## src/rtl/cbss_pkg.sv

```systemverilog
// ----------------------------------------------------------------------------
// cbss_pkg
// Types and constants shared by the block size selector.
// ----------------------------------------------------------------------------
package cbss_pkg;

    localparam int BASE_CACHE_BYTES_DEF    = 32768;
    localparam int MAX_SPLIT_TYPE_SIZE_DEF = 16;
    localparam int MIN_SPLIT_ELEMENTS_DEF  = 32;

    localparam int SIZE_W   = 31;
    localparam int TS_W     = 8;
    localparam int DIV_W    = 32;  // dividend padded to a whole number of steps
    localparam int DIV_STEP = 4;   // quotient bits per divider stage
    localparam int DIV_NSTG = DIV_W / DIV_STEP;
    localparam int LATENCY  = DIV_NSTG + 3;

    localparam logic [SIZE_W-1:0] SPLIT_MIN_BYTES = SIZE_W'(32 * 1024);
    localparam logic [SIZE_W-1:0] SPLIT_MAX_BYTES = SIZE_W'(4 * 1024 * 1024);
    localparam logic [3:0]        ZSTD_SPLIT_MAX_LEVEL = 4'd5;

    localparam logic [2:0] CODEC_FASTLZ = 3'd0;
    localparam logic [2:0] CODEC_LZ4    = 3'd1;
    localparam logic [2:0] CODEC_LZ4HC  = 3'd2;
    localparam logic [2:0] CODEC_ZLIB   = 3'd3;
    localparam logic [2:0] CODEC_ZSTD   = 3'd4;

    localparam logic [2:0] SPLIT_ALWAYS = 3'd0;
    localparam logic [2:0] SPLIT_NEVER  = 3'd1;

    typedef struct packed {
        logic [2:0]        codec;
        logic [3:0]        level;
        logic [TS_W-1:0]   type_size;
        logic [SIZE_W-1:0] source_bytes;
        logic [SIZE_W-1:0] user_block_size;
        logic [2:0]        split_policy;
        logic              shuffle_enabled;
    } t_req;

    typedef struct packed {
        logic [SIZE_W-1:0] block_size;
        logic              split_applied;
    } t_rsp;

    // word travelling from the sizing stages into the divider
    typedef struct packed {
        logic              valid;
        logic [SIZE_W-1:0] size;
        logic [TS_W-1:0]   ts;
        logic              split;
    } t_work;

endpackage

```

## src/rtl/cbss_size.sv

```systemverilog
// ----------------------------------------------------------------------------
// cbss_size
// Two pipeline stages: automatic size and split test, then split sizing
// and clamp to the source size.
// ----------------------------------------------------------------------------
module cbss_size
    import cbss_pkg::*;
#(
    parameter int BASE_CACHE_BYTES    = BASE_CACHE_BYTES_DEF,
    parameter int MAX_SPLIT_TYPE_SIZE = MAX_SPLIT_TYPE_SIZE_DEF,
    parameter int MIN_SPLIT_ELEMENTS  = MIN_SPLIT_ELEMENTS_DEF
) (
    input  logic  i_clk,
    input  logic  i_rst_n,
    input  logic  i_valid,
    input  t_req  i_req,
    output t_work o_work
);

    localparam logic [SIZE_W-1:0] BASE = SIZE_W'(BASE_CACHE_BYTES);
    localparam logic [TS_W-1:0]   MAXT = TS_W'(MAX_SPLIT_TYPE_SIZE);
    localparam logic [20:0]       MINE = 21'(MIN_SPLIT_ELEMENTS);

    // stage 1 registers
    logic              r_v1, n_v1;
    logic              r_small, r_user_nz, r_auto_ok, r_pol_always, r_pol_never;
    logic [3:0]        r_level;
    logic [TS_W-1:0]   r_ts;
    logic [SIZE_W-1:0] r_src, r_size;
    logic [20:0]       r_min_bytes;

    logic [TS_W-1:0]   ts;
    logic              hr;
    logic [SIZE_W-1:0] base, auto_size;

    always_comb begin
        ts = (i_req.type_size == '0) ? TS_W'(1) : i_req.type_size;
        hr = (i_req.codec == CODEC_LZ4HC) || (i_req.codec == CODEC_ZLIB) ||
             (i_req.codec == CODEC_ZSTD);
        base = hr ? (BASE << 1) : BASE;
        case (i_req.level)
            4'd0: auto_size = base >> 2;
            4'd1: auto_size = base >> 1;
            4'd3: auto_size = base << 1;
            4'd4, 4'd5: auto_size = base << 2;
            4'd6, 4'd7, 4'd8: auto_size = base << 3;
            4'd9: auto_size = hr ? (base << 4) : (base << 3);
            default: auto_size = base;
        endcase
        if (i_req.source_bytes < BASE) auto_size = i_req.source_bytes;
        n_v1 = i_valid;
    end

    always_ff @(posedge i_clk) begin
        if (!i_rst_n) begin
            r_v1 <= 1'b0;
        end else begin
            r_v1 <= n_v1;
        end
        r_small      <= i_req.source_bytes < SIZE_W'(ts);
        r_user_nz    <= i_req.user_block_size != '0;
        r_size       <= (i_req.user_block_size != '0) ? i_req.user_block_size : auto_size;
        r_src        <= i_req.source_bytes;
        r_ts         <= ts;
        r_level      <= i_req.level;
        r_pol_always <= i_req.split_policy == SPLIT_ALWAYS;
        r_pol_never  <= i_req.split_policy == SPLIT_NEVER;
        r_auto_ok    <= ((i_req.codec == CODEC_FASTLZ) || (i_req.codec == CODEC_LZ4) ||
                         (i_req.codec == CODEC_ZSTD &&
                          i_req.level <= ZSTD_SPLIT_MAX_LEVEL)) &&
                        i_req.shuffle_enabled && (ts <= MAXT);
        r_min_bytes  <= MINE * 21'(ts);
    end

    // stage 2: split decision and sizing
    logic              wants, use_split;
    logic [SIZE_W-1:0] split_size, size2;
    t_work             r_out, n_out;

    always_comb begin
        if (r_pol_always)
            wants = 1'b1;
        else if (r_pol_never)
            wants = 1'b0;
        else
            wants = r_auto_ok && (r_size >= SIZE_W'(r_min_bytes));
        use_split = !r_small && !r_user_nz && (r_level != 4'd0) && wants;

        if (r_level <= 4'd3)      split_size = SIZE_W'(r_ts) << 15;
        else if (r_level <= 4'd6) split_size = SIZE_W'(r_ts) << 16;
        else if (r_level == 4'd7) split_size = SIZE_W'(r_ts) << 17;
        else if (r_level == 4'd8) split_size = SIZE_W'(r_ts) << 18;
        else                      split_size = SIZE_W'(r_ts) << 19;
        if (split_size > SPLIT_MAX_BYTES) split_size = SPLIT_MAX_BYTES;
        if (split_size < SPLIT_MIN_BYTES) split_size = SPLIT_MIN_BYTES;

        size2 = use_split ? split_size : r_size;
        if (size2 > r_src) size2 = r_src;
        if (r_small) size2 = SIZE_W'(1);

        n_out.valid = r_v1;
        n_out.size  = size2;
        n_out.ts    = r_ts;
        n_out.split = use_split;
    end

    always_ff @(posedge i_clk) begin
        if (!i_rst_n) begin
            r_out.valid <= 1'b0;
        end else begin
            r_out.valid <= n_out.valid;
        end
        r_out.size  <= n_out.size;
        r_out.ts    <= n_out.ts;
        r_out.split <= n_out.split;
    end

    assign o_work = r_out;

endmodule

```

## src/rtl/cbss_div.sv

```systemverilog
// ----------------------------------------------------------------------------
// cbss_div
// Pipelined restoring remainder of size by ts, DIV_STEP bits per stage,
// then rounding down to a whole number of elements.
// ----------------------------------------------------------------------------
module cbss_div
    import cbss_pkg::*;
(
    input  logic  i_clk,
    input  logic  i_rst_n,
    input  t_work i_work,
    output logic  o_done,
    output t_rsp  o_rsp
);

    t_work           r_stg [DIV_NSTG];
    logic [TS_W-1:0] r_rem [DIV_NSTG];
    logic [TS_W-1:0] n_rem [DIV_NSTG];

    // word and partial remainder entering each stage
    t_work           stg_in [DIV_NSTG];
    logic [TS_W-1:0] rem_in [DIV_NSTG];

    always_comb begin
        stg_in[0] = i_work;
        rem_in[0] = '0;
        for (int s = 1; s < DIV_NSTG; s++) begin
            stg_in[s] = r_stg[s-1];
            rem_in[s] = r_rem[s-1];
        end
    end

    always_comb begin
        for (int s = 0; s < DIV_NSTG; s++) begin
            logic [TS_W:0]    acc;
            logic [DIV_W-1:0] dvd;
            logic [TS_W-1:0]  d;
            acc = {1'b0, rem_in[s]};
            dvd = DIV_W'(stg_in[s].size);
            d   = stg_in[s].ts;
            for (int b = 0; b < DIV_STEP; b++) begin
                acc = {acc[TS_W-1:0], dvd[DIV_W-1-s*DIV_STEP-b]};
                if (acc >= {1'b0, d}) acc = acc - {1'b0, d};
            end
            n_rem[s] = acc[TS_W-1:0];
        end
    end

    always_ff @(posedge i_clk) begin
        for (int s = 0; s < DIV_NSTG; s++) begin
            if (!i_rst_n) begin
                r_stg[s].valid <= 1'b0;
            end else begin
                r_stg[s].valid <= stg_in[s].valid;
            end
            r_stg[s].size  <= stg_in[s].size;
            r_stg[s].ts    <= stg_in[s].ts;
            r_stg[s].split <= stg_in[s].split;
            r_rem[s]       <= n_rem[s];
        end
    end

    t_work last;
    logic  r_done;
    t_rsp  r_rsp, n_rsp;

    always_comb begin
        last = r_stg[DIV_NSTG-1];
        n_rsp.split_applied = last.split;
        if (last.size > SIZE_W'(last.ts))
            n_rsp.block_size = last.size - SIZE_W'(r_rem[DIV_NSTG-1]);
        else
            n_rsp.block_size = last.size;
    end

    always_ff @(posedge i_clk) begin
        if (!i_rst_n) begin
            r_done <= 1'b0;
        end else begin
            r_done <= last.valid;
        end
        r_rsp <= n_rsp;
    end

    assign o_done = r_done;
    assign o_rsp  = r_rsp;

    a_rem_below_ts: assert property (@(posedge i_clk) disable iff (!i_rst_n)
        last.valid |-> (r_rem[DIV_NSTG-1] < last.ts))
        else $error("remainder not below element size");
    a_ts_nonzero: assert property (@(posedge i_clk) disable iff (!i_rst_n)
        i_work.valid |-> (i_work.ts != '0))
        else $error("zero divisor entered divider");
    a_valid_walks: assert property (@(posedge i_clk) disable iff (!i_rst_n)
        r_stg[0].valid |=> r_stg[1].valid)
        else $error("valid bit lost in divider");

endmodule

```

## src/rtl/compression_block_size_select.sv

```systemverilog
// ----------------------------------------------------------------------------
// compression_block_size_select
// Chooses the compression block size for one buffer request.
// ----------------------------------------------------------------------------
// Usage:
//   Drive i_req and raise i_start for one cycle per request word; a word is
//   taken at each rising edge with i_start high and o_busy low. o_busy is
//   always low, so one word may be issued every cycle.
//   The result word appears on o_rsp with o_done high for exactly one cycle,
//   in request order.
//   Throughput is one word per cycle: two sizing stages, an eight-stage
//   remainder pipeline (four quotient bits per stage) and an output
//   register, all advancing every cycle.
//   The receiver cannot stall; each result must be taken when shown.
//   Synchronous reset clears all valid bits; words in flight are dropped
//   and o_done stays low until new words reach the end.
// ----------------------------------------------------------------------------
module compression_block_size_select
    import cbss_pkg::*;
#(
    parameter int BASE_CACHE_BYTES    = BASE_CACHE_BYTES_DEF,
    parameter int MAX_SPLIT_TYPE_SIZE = MAX_SPLIT_TYPE_SIZE_DEF,
    parameter int MIN_SPLIT_ELEMENTS  = MIN_SPLIT_ELEMENTS_DEF
) (
    input  logic i_clk,
    input  logic i_rst_n,
    input  logic i_start,
    input  t_req i_req,
    output logic o_busy,
    output logic o_done,
    output t_rsp o_rsp
);

    t_work work;

    assign o_busy = 1'b0;

    cbss_size #(
        .BASE_CACHE_BYTES    (BASE_CACHE_BYTES),
        .MAX_SPLIT_TYPE_SIZE (MAX_SPLIT_TYPE_SIZE),
        .MIN_SPLIT_ELEMENTS  (MIN_SPLIT_ELEMENTS)
    ) u_size (
        .i_clk   (i_clk),
        .i_rst_n (i_rst_n),
        .i_valid (i_start && !o_busy),
        .i_req   (i_req),
        .o_work  (work)
    );

    cbss_div u_div (
        .i_clk   (i_clk),
        .i_rst_n (i_rst_n),
        .i_work  (work),
        .o_done  (o_done),
        .o_rsp   (o_rsp)
    );

    a_done_latency: assert property (@(posedge i_clk) disable iff (!i_rst_n)
        o_done |-> $past(i_start, LATENCY))
        else $error("result without matching request");
    a_size_nonzero: assert property (@(posedge i_clk) disable iff (!i_rst_n)
        o_done |-> (o_rsp.block_size != '0))
        else $error("zero block size");
    a_split_bounded: assert property (@(posedge i_clk) disable iff (!i_rst_n)
        (o_done && o_rsp.split_applied) |-> (o_rsp.block_size <= SPLIT_MAX_BYTES))
        else $error("split size above limit");

endmodule

```

## config.mk

```make
export PLATFORM = sky130hd
export DESIGN_NAME = compression_block_size_select
export DESIGN_NICKNAME = d
export VERILOG_FILES = /design/src/rtl/cbss_pkg.sv /design/src/rtl/cbss_size.sv /design/src/rtl/cbss_div.sv /design/src/rtl/compression_block_size_select.sv
export SDC_FILE = /design/constraint.sdc
export NUM_CORES = 1
export LEC_CHECK = 0
export BUFFER_PORTS_ARGS = -buffer_cell sky130_fd_sc_hd__buf_4
export CORE_ASPECT_RATIO = 0.7
export CORE_MARGIN = 2
export CORE_UTILIZATION = 26
export DETAILED_ROUTE_END_ITERATION = 7
export SYNTH_ARGS = -nofsm -noshare
export SYNTH_HDL_FRONTEND = slang
export SYNTH_HIERARCHICAL = 1
export SYNTH_SLANG_ARGS = --single-unit
```

## constraint.sdc

```tcl
create_clock -name i_clk -period 10.3 [get_ports i_clk]
set_input_delay 1.03 -clock i_clk [delete_from_list [all_inputs] [get_ports i_clk]]
set_output_delay 1.03 -clock i_clk [all_outputs]
set_load 0.05 [all_outputs]
```

---- Word level (Yosys, flattened, before mapping) ----
Memory sizes are Yosys's and may differ from the RTL's.
Cells that the tools add are included.
cells by class
  bitwise gates (word level) .............. 8
  $add $sub $neg .......................... 33
  multiplexer cells ....................... 59
  magnitude comparators ................... 43
  reduce and logical (&&, ||, !) cells .... 21
  equality and inequality tests ........... 15
operator list
  cell                                                                                number
  31-bit 2-to-1 mux                                                                   11
  9-bit by 8-bit greater-or-equal comparator with 1-bit output                        31
  8-bit 2-to-1 mux                                                                    33
  8-bit subtractor                                                                    31
  31-bit case mux with 6 select lines                                                 1
  31-bit by 16-bit less-than comparator with 1-bit output, second input constant      2
  31-bit by 13-bit greater-or-equal comparator with 1-bit output                      1
  31-bit by 23-bit > comparator with 1-bit output, second input constant              1
  31-bit > comparator                                                                 1
  31-bit by 8-bit > comparator with 1-bit output                                      1
  31-bit by 8-bit less-than comparator with 1-bit output                              1
  31-bit nonzero test                                                                 1
  31-bit by 8-bit subtractor with 31-bit output                                       1
  27-bit 2-to-1 mux                                                                   1
  4-bit by 3-bit == test with 1-bit output, second input constant                     5
  17-bit 2-to-1 mux                                                                   1
  4-bit == test, second input constant                                                3
  1-bit 2-to-1 mux                                                                    12
  1-bit by 8-bit greater-or-equal comparator with 1-bit output, first input constant  1
  4-bit by 3-bit <= comparator with 1-bit output, second input constant               2
  8-bit by 5-bit <= comparator with 1-bit output, second input constant               1
  8-bit zero test                                                                     1
  1-bit bitwise OR                                                                    8
  1-bit by 8-bit subtractor with 8-bit output, first input constant                   1
  14 further kinds                                                                    27
word-level totals
  bits in registers ....................... 154
  input port bits ......................... 84
  logic and storage cells ................. 198
  RAM bits ................................ 392
  memories ................................ 2
  output and inout bits ................... 34
memories
  memory       depth  bits a word  read ports  clocked after Yosys merged registers in  write ports  RTL line        source
  u_div.r_stg  8      41           8           0                                        8            cbss_div.sv:16  t_work r_stg [DIV_NSTG];
  u_div.r_rem  8      8            8           0                                        8            cbss_div.sv:17  logic [TS_W-1:0] r_rem [DIV_NSTG];

---- Logic depth before layout (Yosys ltp) ----
Gate-level depths: netlist (run 1).
  word-level depth ........................ 12
  mapped depth ............................ 41
  depth with buffers taken out ............ 38

---- Cells and area by module ----
Netlist (run 1), hierarchy kept.
modules (own cells, without submodules)
  module                         area an instance (sq um)  cells an instance  sequential area each (sq um)  times used
  cbss_div                       22960.8                   2390               8508.2                        1
  cbss_size                      5552.8                    610                2422.3                        1
  compression_block_size_select  11.3                      2                  0.0                           1

---- Worst setup path before layout (run 1) ----
Ideal clock, no wire load.
  kind .................................... flip-flop to flip-flop
  from .................................... memory u_div/r_stg[1][43] (netlist name)
  to ...................................... memory u_div.r_rem[6][1], in the netlist u_div/r_rem[1][17]
  clock period less this slack ............ 8.204 ns
  path slack .............................. 2.096 ns
  path buffers ............................ 0
  arrival ................................. 8.083 ns
  library setup time ...................... 0.121 ns
  data required time ...................... 10.179 ns
  cell stages (with the launch flop) ...... 37
  path through ............................ dfxtp_1 > inv_1 > ha_1 > nor2b_1 > o31a_1 > o21a_1 > o32ai_2 > nor2_1 > a21oi_1 > inv_1 > ha_1 > nor2b_1 > o31ai_1 > a21oi_1 > o221a_2 > nor2_1 > nor2_1 > a21oi_1 > inv_1 > ha_1 > nor2b_1 > o31a_1 > o31a_1 > o221a_2 > or2_2 > a2bb2oi_2 > a21oi_1 > ha_1 > nor2b_1 > o21ai_0 > a21oi_1 > o21ai_0 > nand2b_1 > a21oi_1 > o21ai_0 > a211oi_4 > mux2_2
RTL lines
  element             RTL line
  start: declaration  cbss_div.sv:16
  end: declaration    cbss_div.sv:17

==> results of run 1 <==
-- stage by stage --
stage                     setup WS (ns)  instances
after floorplan                    2.10       3004
after global placement            0.984       4510
after detailed placement          0.916       4510
after CTS                         0.864       4604
after global routing              0.138       4604
final                             0.813       4604
-- sequential cells by signal, indices dropped and copies added, names as in the netlist --
signal / count
u_div/r_stg: 328
u_div/r_rem: 64
u_size/o_work: 41
u_div/o_rsp: 32
u_size/r_size: 31
u_size/r_src: 31
u_size/r_min_bytes: 8
u_size/r_level: 4
u_div/o_done: 1
u_size/r_auto_ok: 1
u_size/r_pol_always: 1
u_size/r_pol_never: 1
u_size/r_small: 1
u_size/r_user_nz: 1
u_size/r_v1: 1
-- final cells by class --
| class | count | area, sq um |
|---|---|---|
| Clock buffer | 58 | 1380 |
| Clock inverter | 36 | 424 |
| Fill cell | 11200 | 75800 |
| Inverter | 254 | 953 |
| Multi-Input combinational cell | 2140 | 16400 |
| Sequential cell | 546 | 10900 |
| Tap cell | 1442 | 1800 |
| Timing Repair Buffer | 128 | 961 |
-- worst max-delay path, delay by kind of cell, from the launching register on --
kind | cells | cell delay (ns)
fa+ha+maj | 4 | 1.29
buf+inv | 4 | 0.57
flops | 1 | 0.50
mux | 1 | 0.42
compound gates | 19 | 5.38
simple gates | 9 | 1.19
-- logic make-up after synthesis --
logic type               Yosys count  synth area share, %
AO/OA/AOI/OAI                    689                 16.6
XOR/XNOR                         162                 4.97
adder cells (fa/ha/maj)          343                 15.9
buffers and inverters            318                 4.40
flip-flops                       546                 38.3
multiplexers                     149                 5.71
other                              2               0.0263
AND/OR/NAND/NOR                  793                 14.1
-- cell usage in the layout (no fill, tap or decap), types with 56 or more instances in the layout --
cell type / instances
a21oi_1: 148
ha_1: 311
nor2b_1: 58
nand3_1: 80
a21o_1: 71
inv_1: 253
nand2_1: 163
nor2_1: 191
o21a_1: 59
buf_4: 128
nor3_1: 56
o21ai_0: 141
xnor2_1: 108
dfxtp_1: 546
mux2_2: 95
-- layer usage --
layer	track usage, %	share of wire (%)
met1	21.0	55
met2	17.1	37
met3	2.13	6.2
met4	2.66	1.5
met5	0	0
-- worst paths after layout --
path | from | slack [ns] | to | depth (start not counted)
max | u_div/r_stg[1][43] | 0.81 | u_div/r_rem[1][18] | 37
min | u_div/r_stg[1][121] | 0.31 | u_div/r_stg[1][162] | 0
min reg2reg | u_div/r_stg[1][121] | 0.31 | u_div/r_stg[1][162] | 0
max reg2reg | u_div/r_stg[1][43] | 0.81 | u_div/r_rem[1][18] | 37
==> metrics, run 1 <==
later-pin clock latency in the skew report=0.61 ns; Crit Path Category=register to register; Core ar.=0.109 sq mm; Cells after Synth=3002; Final Cycle Share=approximately 92%; Max stage delay on crit path=0.53 ns; number of synthesized flops with an enable pin=0; Routed WL per cell=16.0 microns; # clock sinks=546; n_diodes=0; Ports=around 120; fmax=105 MHz; most numerous cell in the Yosys netlist=dfxtp_1; GP Congestion=0.880; Max Clock Skew=0.0377 ns; ys flop type=dfxtp_1; final wirelength=between 70 and 80 mm; Post-DRT Antenna Nets=0; Post-CTS Resized=0; outcome=completed; Slew @ Worst Pin=0.983 ns; max-slew violation count=0; post-synth top area share=38.3%; H-tree Lvls=2; largest cells by area after synthesis=dfxtp_1, ha_1, mux2_2, inv_1, xnor2_1; final core occ=30.2%; syn_area_per_cell=9.50 sq um; final hold viol count=0; WP data arrival=9.97 ns; number of CTS-inserted buffers=52; sequential element share of the synthesized area=38.3%; CP max-delay cell=a211oi_4; DIE WIDTH=roughly 400 microns; Initial Util=26.3%; vias=21600; global-route wire length before repair=between 100 and 150 mm; nets=between 3000 and 4000; CP Launch Type=register; Die ar.=0.112 sq mm; Synth Cell Area=0.0285 sq mm; Setup Total Neg Slack=0 ns; GRT Util Overall=12.9%; hold_buf cts=0; crit-path max FO=10; slew margin rel.=34.3%; Distinct cells, synth=96; Req. time, crit path=10.79 ns; largest net degree at the start of global routing=59; DR pass1 iterations=5; Remaining DRCs=0; Setup Buffers After CTS=0; Final setup violation count=0; Hold Slack=0.315 ns; Max clock buf depth=3; Crit path top cell by count=a21oi_1; vias in the first global route=just over 20000; Critical Path End Type=register; CTS tree=done; Layout area overhead=15.0%; Async S/R FF share, synth=0%; global route overflow=0; Yosys reg bits=546; DP Area=0.0310 sq mm; Clock transition at path regs=0.07 ns; Min Clock Period, post-route=roughly 9.5 ns; dpl hpwl=just under 60 mm; Clock Root Buffer=clkbuf_16; initial antenna violation count=3; Yosys warning count=6; First DRT Iteration DRCs=1630; share of cells above drive strength 1=approximately an eighth; port bufs=116; RSZ-0062 raised after global routing=false; fin area=around 0.033 sq mm; chip height=about 280 microns; Max Cap Viol=0; hold crit path type=register to register; drt via density=4.70; Post-synth top cells=dfxtp_1, ha_1, inv_1, nor2_1, nand2_1; FP Rows=101; leading area contributor after synthesis=dfxtp_1
Power of run 1 is left out: the tool's default activity adds up to more than one toggle a clock period on the data nets, which glitch-free logic cannot reach.
==> run 2: changes to the inputs <==
Settings changed: GPL_TIMING_DRIVEN from default to 0.
==> run 2 against run 1 <==
  * Non-clock buffer count rose by 52
  * Routed wire length fell by 0.26%
  * Sequential share of layout area fell by 0.28 points
  * Final cell count rose by 1.1%
  * Critical path type unchanged
  * Critical endpoint is now u_div/r_rem[0][19]
==> metrics, run 2 (synthesis results as in run 1) <==
outcome=completed; slew margin rel.=43.6%; Final Cycle Share=94.0%; number of CTS-inserted buffers=50; GRT Util Overall=12.8%; most frequent cells in the layout=dfxtp_1, ha_1, inv_1; Slew @ Worst Pin=0.824 ns; port bufs=116; Post-CTS Resized=0; r2r worst-path depth=39; # clock sinks=546; later-pin clock latency in the skew report=0.61 ns; flop2flop setup slack=0.62 ns; Fill cells=11100; vias=~22000; Post-DRT Antenna Nets=0; global-route wire length before repair=115 mm; Max stage delay on crit path=0.49 ns; Critical Path End Type=register; dpl hpwl=approximately 59 mm; Setup Total Neg Slack=0 ns; GP Congestion=0.872; crit-path max FO=10; max reg flops=328; drt via density=4.70; hold crit path type=register to register; WP data arrival=10.15 ns; Req. time, crit path=10.77 ns; Layout area overhead=16.0%; Final setup violation count=0; Min Clock Period, post-route=9.68 ns; DR pass1 iterations=5; H-tree Lvls=2; Clock Root Buffer=clkbuf_16; largest net degree at the start of global routing=19; hold_buf cts=0; First DRT Iteration DRCs=1588; Initial Util=26.3%; CTS tree=done; most common cell after layout, fill and taps aside=dfxtp_1; Crit Path Category=register to register; fmax=103 MHz; max-slew violation count=0; Die ar.=~0.11 sq mm; FP Rows=between 100 and 150; largest reg by FF count=u_div/r_stg; vias in the first global route=20300; Max Clock Skew=0.0299 ns; Clock transition at path regs=~0.07 ns; RR Startpoint=u_div/r_stg[0][43]; CP endpoint=u_div/r_rem[0][19]; Routed WL per cell=roughly 16 microns; global route overflow=0; Setup Buffers After CTS=0; Crit. Startpoint=u_div/r_stg[0][43]; Max clock buf depth=3; Core ar.=roughly 0.11 sq mm; initial antenna violation count=2; final wirelength=73.4 mm; Crit path top cell by count=a21oi_1; DIE WIDTH=400 microns; RSZ-0062 raised after global routing=false; Remaining DRCs=0; chip height=281 microns; Max Cap Viol=0; nets=roughly 3600; CP max-delay cell=dfxtp_1; Reg2Reg Capture Point=u_div/r_rem[0][19]; share of cells above drive strength 1=12.6%; final hold viol count=0; CP Launch Type=register; Ports=~120
## run 2: layout make-up
cell class	instances	area [sq um]	area share, %
diodes	1	2.50	0.00756
plain buffers	64	308	0.930
inverters	254	953	2.88
well taps	1442	1800	5.45
repair buffers	116	871	2.63
multi-input cells	2140	16400	49.6
clock buffers	56	1310	3.97
flip-flops and latches	546	10900	33.0
clock inverters	35	479	1.45
## run 2: metrics by stage
| stage | utilization (%) | cell area, sq um | hold WS [ns] | std cells | setup WS [ns] |
|---|---|---|---|---|---|
| 2_1_floorplan | - | 28500 | 0.310 | 3004 | 2.10 |
| 3_3_place_gp | 28.7 | 31200 | 0.311 | 4562 | 0.327 |
| 3_5_place_dp | 28.7 | 31200 | 0.312 | 4562 | 0.205 |
| 4_1_cts | 30.4 | 33000 | 0.318 | 4653 | 0.169 |
| 5_1_grt | 30.5 | 33100 | 0.317 | 4653 | 0.000601 |
| 6_report | 30.5 | 33100 | 0.315 | 4654 | 0.616 |
## run 2: worst min-delay path by stage
| stage | from | end | cells past startpoint |
|---|---|---|---|
| CTS | u_div/r_stg[0][100] | u_div/r_stg[0][141] | 0 |
| global placement | u_size/o_work[34] | u_div/r_stg[0][34] | 0 |
| detailed placement | u_size/o_work[28] | u_div/r_stg[0][28] | 0 |
| global route | u_div/r_stg[0][100] | u_div/r_stg[0][141] | 0 |
| floorplan | u_div/r_stg[1][123] | u_div/o_rsp[0] | 0 |
| finish | u_div/r_stg[0][51] | u_div/r_stg[0][92] | 0 |
## run 2: critical path: cells and delay by family (launching register included)
family / cells / cell delay, ns
buffers and inverters: 7 / 1.46
AO/OA/AOI/OAI: 20 / 4.76
flip-flops: 1 / 0.49
AND/OR/NAND/NOR: 8 / 1.36
adder cells (fa/ha/maj): 4 / 1.43
## run 2: per-layer routing
| metal | share of wire, % | vias up | track usage, % | routed length, microns |
|---|---|---|---|---|
| met3 | 7.1 | 62 | 2.24 | 5200 |
| met1 | 55 | 10200 | 21.1 | 40600 |
| met2 | 36 | 640 | 16.6 | 26700 |
| li1 | - | 11000 | - | - |
| met4 | 1.2 | 0 | 2.09 | 874 |
| met5 | 0 | - | 0 | 0 |
Power of run 2 is left out for the same reason.
